--- src/wtmh_pkg.sv ---
// wtmh_pkg: shared types, codes and constants for the wake-time min-heap
// no dependencies
package wtmh_pkg;

    localparam int TICK_W       = 32;
    localparam int ID_W         = 8;
    localparam int ACT_W        = 2;
    localparam int ST_W         = 2;
    localparam int CAPACITY_DEF = 64;

    // action codes
    localparam logic [ACT_W-1:0] ACT_INSERT = 2'd0;
    localparam logic [ACT_W-1:0] ACT_REMOVE = 2'd1;
    localparam logic [ACT_W-1:0] ACT_PEEK   = 2'd2;

    // status codes
    localparam logic [ST_W-1:0] ST_OK    = 2'd0;
    localparam logic [ST_W-1:0] ST_FULL  = 2'd1;
    localparam logic [ST_W-1:0] ST_EMPTY = 2'd2;

    // datapath operation codes
    localparam int OP_W = 4;
    localparam logic [OP_W-1:0] DP_NOP      = 4'd0;
    localparam logic [OP_W-1:0] DP_LOAD     = 4'd1;
    localparam logic [OP_W-1:0] DP_PLACE    = 4'd2;
    localparam logic [OP_W-1:0] DP_UP_READ  = 4'd3;
    localparam logic [OP_W-1:0] DP_UP_STEP  = 4'd4;
    localparam logic [OP_W-1:0] DP_DN_FETCH = 4'd5;
    localparam logic [OP_W-1:0] DP_DN_FIRST = 4'd6;
    localparam logic [OP_W-1:0] DP_DN_READ  = 4'd7;
    localparam logic [OP_W-1:0] DP_DN_STEP  = 4'd8;

    typedef struct packed {
        logic [ACT_W-1:0]  action;
        logic [ID_W-1:0]   thread_id;
        logic [TICK_W-1:0] wake_tick;
        logic [TICK_W-1:0] now_tick;
    } t_item;

    typedef struct packed {
        logic [ID_W-1:0]   out_thread_id;
        logic [TICK_W-1:0] out_tick;
        logic              is_empty;
        logic [ST_W-1:0]   status;
    } t_result;

    typedef struct packed {
        logic [ID_W-1:0]   id;
        logic [TICK_W-1:0] tick;
    } t_entry;

    typedef struct packed {
        logic [OP_W-1:0] op;
    } t_dp_cmd;

    typedef struct packed {
        logic empty;
        logic full;
        logic one;
        logic pos_zero;
        logic up_move;
        logic dn_move;
    } t_dp_stat;

endpackage

--- src/wtmh_ctrl.sv ---
// wtmh_ctrl: sequencer for insert, remove and peek, drives the datapath
// depends on wtmh_pkg
module wtmh_ctrl
    import wtmh_pkg::*;
(
    input  logic             i_clk,
    input  logic             i_rst_n,
    input  logic             start,
    input  logic [ACT_W-1:0] i_action,
    input  t_dp_stat         i_stat,
    output t_dp_cmd          o_cmd,
    output logic             busy,
    output logic             o_valid
);

    localparam logic [2:0] S_IDLE     = 3'd0;
    localparam logic [2:0] S_UP_RD    = 3'd1;
    localparam logic [2:0] S_UP_CMP   = 3'd2;
    localparam logic [2:0] S_DN_FETCH = 3'd3;
    localparam logic [2:0] S_DN_FIRST = 3'd4;
    localparam logic [2:0] S_DN_CMP   = 3'd5;
    localparam logic [2:0] S_DN_READ  = 3'd6;
    localparam logic [2:0] S_FIN      = 3'd7;

    logic [2:0] r_state;
    logic [2:0] n_state;

    always_comb begin
        n_state  = r_state;
        o_cmd.op = DP_NOP;
        unique case (r_state)
            S_IDLE: begin
                if (start) begin
                    o_cmd.op = DP_LOAD;
                    case (i_action)
                        ACT_INSERT: begin
                            n_state = i_stat.full ? S_FIN : S_UP_RD;
                        end
                        ACT_REMOVE: begin
                            n_state = (i_stat.empty || i_stat.one) ? S_FIN : S_DN_FETCH;
                        end
                        default: begin
                            n_state = S_FIN;
                        end
                    endcase
                end
            end
            S_UP_RD: begin
                if (i_stat.pos_zero) begin
                    o_cmd.op = DP_PLACE;
                    n_state  = S_FIN;
                end else begin
                    o_cmd.op = DP_UP_READ;
                    n_state  = S_UP_CMP;
                end
            end
            S_UP_CMP: begin
                o_cmd.op = DP_UP_STEP;
                n_state  = i_stat.up_move ? S_UP_RD : S_FIN;
            end
            S_DN_FETCH: begin
                o_cmd.op = DP_DN_FETCH;
                n_state  = S_DN_FIRST;
            end
            S_DN_FIRST: begin
                o_cmd.op = DP_DN_FIRST;
                n_state  = S_DN_CMP;
            end
            S_DN_CMP: begin
                o_cmd.op = DP_DN_STEP;
                n_state  = i_stat.dn_move ? S_DN_READ : S_FIN;
            end
            S_DN_READ: begin
                o_cmd.op = DP_DN_READ;
                n_state  = S_DN_CMP;
            end
            S_FIN: begin
                n_state = S_IDLE;
            end
            default: begin
                n_state = S_IDLE;
            end
        endcase
    end

    always_ff @(posedge i_clk) begin
        if (!i_rst_n) begin
            r_state <= S_IDLE;
        end else begin
            r_state <= n_state;
        end
    end

    assign busy    = (r_state != S_IDLE);
    assign o_valid = (r_state == S_FIN);

endmodule

--- src/wtmh_dp.sv ---
// wtmh_dp: heap storage, entry count, sift registers and result registers
// depends on wtmh_pkg
module wtmh_dp
    import wtmh_pkg::*;
#(
    parameter int CAPACITY = CAPACITY_DEF
) (
    input  logic     i_clk,
    input  logic     i_rst_n,
    input  t_item    i_item,
    input  t_dp_cmd  i_cmd,
    output t_dp_stat o_stat,
    output t_result  o_result
);

    localparam int AW = (CAPACITY > 1) ? $clog2(CAPACITY) : 1;
    localparam int CW = $clog2(CAPACITY + 1);
    localparam int XW = CW + 1;

    t_entry r_mem [CAPACITY];

    logic [CW-1:0]     r_count, n_count;
    logic [AW-1:0]     r_pos, n_pos;
    t_entry            r_cur, n_cur;
    t_entry            r_root;
    t_entry            r_rd0, r_rd1;
    logic [ID_W-1:0]   r_res_id, n_res_id;
    logic [TICK_W-1:0] r_res_tick, n_res_tick;
    logic              r_use_root, n_use_root;
    logic [ST_W-1:0]   r_status, n_status;

    logic              we;
    logic [AW-1:0]     waddr;
    t_entry            wdata;
    logic [AW-1:0]     ra0, ra1;

    logic [AW-1:0]     parent;
    logic [XW-1:0]     lidx, ridx, count_x;
    logic              left_ok, right_ok, take_right;
    t_entry            best;
    logic [XW-1:0]     best_idx;

    assign parent     = (r_pos - AW'(1)) >> 1;
    assign count_x    = XW'(r_count);
    assign lidx       = (XW'(r_pos) << 1) | XW'(1);
    assign ridx       = lidx + XW'(1);
    assign left_ok    = (lidx < count_x);
    assign right_ok   = (ridx < count_x);
    assign take_right = right_ok && (r_rd1.tick < r_rd0.tick);
    assign best       = take_right ? r_rd1 : r_rd0;
    assign best_idx   = take_right ? ridx : lidx;

    assign o_stat.empty    = (r_count == '0);
    assign o_stat.full     = (r_count == CW'(CAPACITY));
    assign o_stat.one      = (r_count == CW'(1));
    assign o_stat.pos_zero = (r_pos == '0);
    assign o_stat.up_move  = (r_cur.tick < r_rd0.tick);
    assign o_stat.dn_move  = left_ok && (best.tick < r_cur.tick);

    always_comb begin
        n_count    = r_count;
        n_pos      = r_pos;
        n_cur      = r_cur;
        n_res_id   = r_res_id;
        n_res_tick = r_res_tick;
        n_use_root = r_use_root;
        n_status   = r_status;
        we         = 1'b0;
        waddr      = r_pos;
        wdata      = r_cur;
        ra0        = '0;
        ra1        = '0;
        unique case (i_cmd.op)
            DP_LOAD: begin
                n_res_id   = '0;
                n_res_tick = i_item.now_tick + TICK_W'(1);
                n_use_root = 1'b1;
                n_status   = ST_OK;
                case (i_item.action)
                    ACT_INSERT: begin
                        if (o_stat.full) begin
                            n_status = ST_FULL;
                        end else begin
                            n_cur.id   = i_item.thread_id;
                            n_cur.tick = i_item.wake_tick;
                            n_pos      = r_count[AW-1:0];
                            n_count    = r_count + CW'(1);
                        end
                    end
                    ACT_REMOVE: begin
                        n_use_root = 1'b0;
                        if (o_stat.empty) begin
                            n_status = ST_EMPTY;
                        end else begin
                            n_res_id   = r_root.id;
                            n_res_tick = r_root.tick;
                            n_count    = r_count - CW'(1);
                            n_pos      = '0;
                        end
                    end
                    default: begin
                    end
                endcase
            end
            DP_PLACE: begin
                we = 1'b1;
            end
            DP_UP_READ: begin
                ra0 = parent;
            end
            DP_UP_STEP: begin
                we = 1'b1;
                if (o_stat.up_move) begin
                    wdata = r_rd0;
                    n_pos = parent;
                end
            end
            DP_DN_FETCH: begin
                ra0 = r_count[AW-1:0];
            end
            DP_DN_FIRST: begin
                n_cur = r_rd0;
                ra0   = lidx[AW-1:0];
                ra1   = ridx[AW-1:0];
            end
            DP_DN_READ: begin
                ra0 = lidx[AW-1:0];
                ra1 = ridx[AW-1:0];
            end
            DP_DN_STEP: begin
                we = 1'b1;
                if (o_stat.dn_move) begin
                    wdata = best;
                    n_pos = best_idx[AW-1:0];
                end
            end
            default: begin
            end
        endcase
    end

    // heap storage, one write and two registered reads
    always_ff @(posedge i_clk) begin
        if (we) begin
            r_mem[waddr] <= wdata;
        end
        r_rd0 <= r_mem[ra0];
        r_rd1 <= r_mem[ra1];
    end

    always_ff @(posedge i_clk) begin
        if (!i_rst_n) begin
            r_count <= '0;
        end else begin
            r_count <= n_count;
        end
    end

    always_ff @(posedge i_clk) begin
        r_pos      <= n_pos;
        r_cur      <= n_cur;
        r_res_id   <= n_res_id;
        r_res_tick <= n_res_tick;
        r_use_root <= n_use_root;
        r_status   <= n_status;
        if (we && (waddr == '0)) begin
            r_root <= wdata;
        end
    end

    assign o_result.out_thread_id = r_res_id;
    assign o_result.out_tick      = (r_use_root && !o_stat.empty) ? r_root.tick : r_res_tick;
    assign o_result.is_empty      = o_stat.empty;
    assign o_result.status        = r_status;

endmodule

--- src/wake_time_min_heap.sv ---
// wake_time_min_heap: top level of the wake-time min-heap, joins controller and datapath
// depends on wtmh_pkg, wtmh_ctrl, wtmh_dp
//
// An item is taken when start is high and busy is low; its one result appears on o_result
// for a single cycle with o_valid high, and the receiver cannot stall it. A peek, a refused
// insert, a remove on an empty heap, or a remove that empties the heap goes straight to
// its result. An insert climbs from the new leaf toward the root and places the entry at
// the root if it gets there; a remove fetches the last entry, reads the children of the
// root and sifts down. Each level costs one registered memory read and one
// compare-and-write on the heap storage. busy stays high from acceptance until the
// result cycle. No clearing pass is needed after reset.
module wake_time_min_heap
    import wtmh_pkg::*;
#(
    parameter int CAPACITY = CAPACITY_DEF
) (
    input  logic    i_clk,
    input  logic    i_rst_n,
    input  logic    start,
    input  t_item   i_item,
    output logic    busy,
    output logic    o_valid,
    output t_result o_result
);

    t_dp_cmd  cmd;
    t_dp_stat stat;

    wtmh_ctrl u_ctrl (
        .i_clk    (i_clk),
        .i_rst_n  (i_rst_n),
        .start    (start),
        .i_action (i_item.action),
        .i_stat   (stat),
        .o_cmd    (cmd),
        .busy     (busy),
        .o_valid  (o_valid)
    );

    wtmh_dp #(
        .CAPACITY (CAPACITY)
    ) u_dp (
        .i_clk    (i_clk),
        .i_rst_n  (i_rst_n),
        .i_item   (i_item),
        .i_cmd    (cmd),
        .o_stat   (stat),
        .o_result (o_result)
    );

    a_accept_busy: assert property (@(posedge i_clk) disable iff (!i_rst_n)
        (start && !busy) |=> busy)
        else $error("accepted item did not raise busy");

    a_result_busy: assert property (@(posedge i_clk) disable iff (!i_rst_n)
        o_valid |-> busy)
        else $error("result strobe outside an active item");

    a_full_not_empty: assert property (@(posedge i_clk) disable iff (!i_rst_n)
        (o_valid && (o_result.status == ST_FULL)) |-> !o_result.is_empty)
        else $error("refused insert reports an empty heap");

    a_empty_remove: assert property (@(posedge i_clk) disable iff (!i_rst_n)
        (o_valid && (o_result.status == ST_EMPTY))
            |-> (o_result.is_empty && (o_result.out_thread_id == '0)))
        else $error("remove on empty heap returned an entry");

endmodule

--- config.mk ---
export PLATFORM = sky130hd
export DESIGN_NAME = wake_time_min_heap
export DESIGN_NICKNAME = d
export VERILOG_FILES = /design/src/wtmh_pkg.sv /design/src/wtmh_ctrl.sv /design/src/wtmh_dp.sv /design/src/wake_time_min_heap.sv
export SDC_FILE = /design/constraint.sdc
export NUM_CORES = 2
export LEC_CHECK = 0
export ABC_AREA = 1
export CAP_MARGIN = 20
export CELL_PAD_IN_SITES_DETAIL_PLACEMENT = 1
export CELL_PAD_IN_SITES_GLOBAL_PLACEMENT = 2
export CORE_ASPECT_RATIO = 0.7
export CORE_MARGIN = 10
export CORE_UTILIZATION = 37
export DETAILED_ROUTE_END_ITERATION = 6
export DONT_BUFFER_PORTS = 1
export PLACE_DENSITY = 0.76
export SYNTH_ARGS = -nofsm -noshare
export SYNTH_HDL_FRONTEND = slang
export SYNTH_SLANG_ARGS = --single-unit
--- constraint.sdc ---
create_clock -name i_clk -period 12.1 [get_ports i_clk]
set_clock_uncertainty 0.05 [all_clocks]
set_input_delay 0 -clock i_clk [delete_from_list [all_inputs] [get_ports i_clk]]
set_output_delay 0 -clock i_clk [all_outputs]
set_load 0.005 [all_outputs]
Yosys cells after proc, flatten, opt, wreduce, memory -nomap -nowiden --
Memory sizes are Yosys's and may differ from the RTL's. A register that Yosys moved wholly into a read port is not among the register bits. Index checks and enable logic that the tools add are counted.
Storage, ports and cells: register bits 139, memory bits (writable) 2560, input port bits 77, output and inout port bits 45, word-level logic and storage cells 112, memories kept 1
Memories:
- u_dp.r_mem | words 64, width 40, read ports 2, clocked after memory_dff 2, wr ports 1, line wtmh_dp.sv:20 | t_entry r_mem [CAPACITY];
Operators by class: add/sub/neg operators 5, magnitude comparators 5, eq/ne operators 28, multiplexer cells 40, bitwise gates (word level) 1, reduce and logical (&&, ||, !) cells 21
Operator list (number):
- 2-to-1 mux 40 bit | 5
- one-hot mux 40 bit (2 select lines) | 2
- less-than comparator 32 bit | 3
- 2-to-1 mux 32 bit | 3
- 2-to-1 mux 6 bit | 6
- one-hot mux 6 bit (3 select lines) | 2
- adder 32 x 1 -> 32 bit, second input constant | 1
- one-hot mux 4 bit (7 select lines) | 1
- one-hot mux 3 bit (7 select lines) | 1
- == test 4 x 3 -> 1 bit, second input constant | 4
- 2-to-1 mux 3 bit | 5
- 2-to-1 mux 7 bit | 2
- != test 2 bit, second input constant | 7
- one-hot mux 7 bit (2 select lines) | 1
- == test 3 bit, second input constant | 4
- one-hot mux 6 bit (2 select lines) | 1
- != test 3 bit, second input constant | 3
- adder 7 x 1 -> 8 bit, second input constant | 1
- == test 4 x 2 -> 1 bit, second input constant | 2
- less-than comparator 8 x 7 -> 1 bit | 1
- 2-to-1 mux 1 bit | 8
- adder 7 x 1 -> 7 bit, second input constant | 1
- == test 7 x 1 -> 1 bit, second input constant | 1
- == test 7 bit, second input constant | 1
- 26 further kinds | 34

Depth between registers and ports, before layout --
depth in word-level cells 8, mapped depth 34, gate-level depth less buffers 31

Cells and area by module --
A second synthesis with hierarchy kept.
Unflattened totals: cell total of the unflattened synthesis 12755, area total of the unflattened synthesis 130376.3 um^2
By module, submodules not included:
- wtmh_dp | times used 1, cells each 12711, area an instance 130108.5 um^2, seq. area each 82489.1 um^2
- wtmh_ctrl | times used 1, cells each 44, area an instance 267.8 um^2, seq. area each 60.1 um^2

Least setup slack after synthesis --
OpenSTA, ideal clock, no wires.
path kind register -> register, start reg u_dp.r_pos[0], end mem u_dp.r_mem[0][33] (netlist bit), data pin, setup time 0.709 ns, arrival time 5.938 ns, required time 11.341 ns, slack 5.403 ns, cell stages (with the launch flop) 27, path buffers 7, clock period less this slack 6.697 ns, cell sequence edfxtp_1 -> buf_2 -> inv_1 -> clkbuf_1 -> clkbuf_1 -> clkbuf_1 -> ha_1 -> ha_1 -> nand3_1 -> nand2_1 -> nand2_1 -> a21boi_1 -> nor2_2 -> nand2_2 -> buf_1 -> a21oi_1 -> ha_1 -> nand2_1 -> or4_1 -> a21oi_1 -> nor3_1 -> o311a_1 -> clkbuf_1 -> clkbuf_1 -> nand3_1 -> nand3_1 -> o21ai_0
RTL lines:
- start, declared | line wtmh_dp.sv:23 | logic [AW-1:0] r_pos, n_pos;
- start signal, assigned | line wtmh_dp.sv:160 | r_pos <= n_pos;
- end, declared | line wtmh_dp.sv:20

==> results by group <==
Yosys
  • Dominant cells by area after synthesis: edfxtp_1 (65%), o21ai_0 (5.8%), nor2_1 (4.4%)
  • EDFF count, synth: 2689
  • Mapped Avg Cell Area: 11.48 sq um
  • Yosys Warn Count: 0
  • Post-Syn Instances: 10810
  • Top_reg_cell synth: edfxtp_1
  • Seq cells post-synth: 2779
  • Synth top area share: 0.6506
  • Synth Cell Area: 124100 sq um
  • Share of synthesized flip-flops with an asynchronous set or reset: 0
  • Cell taking the most area after synthesis: edfxtp_1
  • Post-synth cell types: 57
  • Syn nets: 11000
  • Register area share after synthesis: 0.6651

Power
  • Sw Ratio: 0.4382
  • Power share of the combinational group: 0.437
  • Power share of the sequential group: 0.338
  • Tot Pwr: 39.24 mW
  • Internal Pwr Total: 22.05 mW
  • Leak: 44.69 nW
  • Pwr/cell area: 281.2 nW/um^2
  • Switching pwr: 17.19 mW
  • VDD IR max: 0.3092 mV
  • Clk network pwr share: 0.225

Clock network
  • Clock transition at path regs: 0.07 ns
  • Insertion delay to the later sink of the worst-skew pair: 0.93 ns
  • Num CTS Buffers: 284
  • CTS Sinks: 2779
  • Clock Tree Buf Depth: 4
  • H-tree depth reported by CTS: 5
  • Root buffer cell: clkbuf_16
  • Post-CTS Setup Inserts: 0
  • CTS tree: yes

Routing
  • First-pass detailed-route iteration total: 6
  • # DRC: 0
  • Metal3 WL: 64190 um
  • Vias/cell: 6.523
  • WL/cell: 35.82 um
  • WL final: 549400 um
  • Met2 wire len: 234200 um
  • DRC violation total after the first TritonRoute iteration: 15850
  • DR top layer: met5
  • Antenna viol nets, final: 0
  • Met1 WL: 221600 um
  • Vias: 100000

Placement
  • RePlAce Congestion: 0.8884
  • Buffers on Ports: 0
  • Placed cells: 14650
  • HPWL after DPL: 296400 um

Critical path
  • Worst Reg2Reg Path Length in Cells: 27
  • Arrival time at the worst endpoint: 8.77 ns
  • Crit end category: flop
  • R2R setup slack: 3.88 ns
  • CP Class: flop to flop
  • Startpoint Class: flop
  • R2r startpoint: u_dp.r_pos[0]
  • Crit path max fanout: 59
  • Required time of the critical path: 12.65 ns
  • Capturing point of the worst reg2reg path: u_dp.r_mem[45][1]

Timing
  • Final period util: 0.6797
  • Unrepaired setup endpoints after global routing: no
  • Setup TNS: 0 ns
  • Endpoints failing hold: 0
  • Setup Viol. Count Final: 0
  • Slew of the pin with the lowest slew margin: 1.275 ns
  • Fin crit period: 8.225 ns
  • Final slew viol count: 0
  • Max-slew headroom: 0.1498
  • Final hold slack: 0.05991 ns
  • Peak Freq: 0.1216 GHz

Floorplan
  • Core Box Area: 333100 sq um
  • Die footprint: 359400 sq um
  • I/O Pins: 122
  • Die Height: 504.6 um
  • Die span in x: 712.3 um
  • Cell row count: 177
  • Starting Density: 0.3726

Global routing
  • GRT Resource Usage Total: 0.2899
  • Initial antenna violation count: 53
  • Grt ovf: 0
  • Number of global-route vias before repair: 97060
  • Global-route wire length before repair: 758500 um
  • Largest net degree at the start of global routing: 189

Run
  • Max Cap Violations: 0

Layout
  • Nets@finish: 10810
  • Area Overhead vs Synth: 12.40%
  • Final core occ: 0.4189
  • Non-filler cells, final: 15340
  • Share of cells above drive strength 1: 0.07773

Hold path
  • Min-delay src: i_item[11]
  • Hold EP: u_dp.r_res_tick[12]
  • Min-Delay Path Class: primary input to flop
  • Hold Crit Depth: 6

Status
  • Outcome: finished clean
==> cells by family after synthesis <==
logic type / after synthesis / synth area share
AO/OA/AOI/OAI: 3653 / 0.1819
XOR/XNOR: 19 / 0.001341
adder cells (fa/ha/maj): 112 / 0.01129
buffers and inverters: 1171 / 0.04118
flip-flops: 2779 / 0.6651
multiplexers: 24 / 0.002147
AND/OR/NAND/NOR: 3052 / 0.09705
==> critical path, cell delays in order, from the launching register on <==
cell and delay [ns]:
edfxtp_1 0.74, inv_8 0.36, nor2_1 0.37, inv_1 0.11, nor2_1 0.12, inv_1 0.08
nand2_1 0.14, inv_1 0.08, ha_1 0.27, nand2_1 0.06, inv_1 0.05, nand2_1 0.05
a21boi_1 0.20, nor2_2 0.15, nand2_4 0.35, buf_4 0.63, o21ai_0 0.27, ha_1 0.36
nand2_1 0.11, or4_1 0.65, nor4_2 0.30, nand2_2 0.10, buf_4 0.40, nand2_4 0.47
nand2_1 0.10, nand3_1 0.11, nand3_2 0.59, buf_4 0.51
==> power groups by stage <==
stage	sequential, mW	clock [mW]	combinational (mW)
2_1_floorplan	13.5	0	10.1
3_3_place_gp	13.5	0	16.0
5_1_grt	13.3	9.26	18.1
6_report	13.3	8.81	17.1
3_5_place_dp	13.5	0	16.3
4_1_cts	13.3	8.85	16.5
==> per-layer routing <==
| metal | global-route usage | vias to the layer above |
|---|---|---|
| met3 | 0.06765 | 1253 |
| li1 | - | 40400 |
| met4 | 0.1383 | 14 |
| met1 | 0.4060 | 51680 |
| met5 | 0 | - |
| met2 | 0.4234 | 6681 |
==> cell usage after synthesis, types with 8 or more instances <==
cell type,n
edfxtp_1,2689
nor2_1,1451
o21ai_0,1446
nand2_1,1227
o22ai_1,645
clkbuf_1,539
a21oi_1,448
o221ai_1,327
o211ai_1,321
nand3_1,291
inv_1,260
buf_2,241
a32o_1,146
ha_1,112
a211oi_1,111
dfxtp_1,90
o21ai_1,89
a211o_1,42
buf_1,42
buf_6,37
buf_4,35
o32a_1,35
mux2_2,21
nor3_1,21
xor2_1,17
nand3b_1,16
nand4_1,15
inv_2,13
a31oi_1,11
nor4_1,10
o21a_1,8
==> final cells by class <==
type,instances,area [sq um]
clock buffers,373,7840
inverters,277,1120
repair buffers,420,4046
flip-flops and latches,2779,82550
fillers,35440,193600
multi-input cells,6860,37320
diodes,15,37.54
clock inverters,136,1001
well taps,4475,5599
==> placed cells by master, fill, tap and decap left out, drive strengths merged, types with 3 or more instances in the layout <==
master	instances
a31oi	11
nor4	10
diode	15
a211oi	111
o221ai	327
o32ai	5
a21oi	448
clkbuf	373
ha	112
a21boi	3
buf	272
o21ai	1535
nor2	1458
edfxtp	2689
xor2	17
nand3	291
bufinv	13
nand3b	16
inv	284
a211o	42
a31o	3
o21a	8
nor3	24
o31ai	3
o32a	35
o211ai	321
mux2	21
mux2i	3
nand2	1234
nand4	15
dfxtp	90
dlygate4sd3	148
clkinv	115
o22ai	645
a32o	146
==> worst max path at each step <==
stage / slack [ns] / start / end
6_report: 3.88 / u_dp.r_pos[0] / u_dp.r_mem[45][1]
5_1_grt: 3.71 / u_dp.r_pos[0] / u_dp.r_mem[45][1]
4_1_cts: 4.03 / u_dp.r_pos[0] / u_dp.r_mem[42][27]
3_5_place_dp: 4.08 / u_dp.r_pos[0] / u_dp.r_mem[33][27]
3_3_place_gp: 4.24 / u_dp.r_pos[0] / u_dp.r_mem[36][13]
2_1_floorplan: 5.40 / u_dp.r_pos[0] / u_dp.r_mem[0][33]
==> timing repair <==
action	in CTS	in global routing
endpoints found under the hold margin	134	0
resized for setup	0	0
hold buffers	148	0
==> stage by stage <==
step                setup slack, ns  cell area, sq um
floorplan                     5.403            124100
CTS                           4.032            139200
global placement              4.244            128700
finish                        3.875            139500
global route                  3.706            139500
detailed placement            4.081            128900
==> state kept, by name, summed over array words and instances, names as in the netlist <==
signal           flops
u_dp.r_rd0          40
u_dp.r_use_root      1
u_dp.r_mem        2560
u_dp.r_root         40
u_dp.r_count         7
u_dp.r_res_tick     32
u_dp.r_pos           6
u_ctrl.r_state       3
u_dp.r_res_id        8
u_dp.r_rd1          40
u_dp.r_status        2
u_dp.r_cur          40
Note: power is estimated with default switching activity, not from simulation.
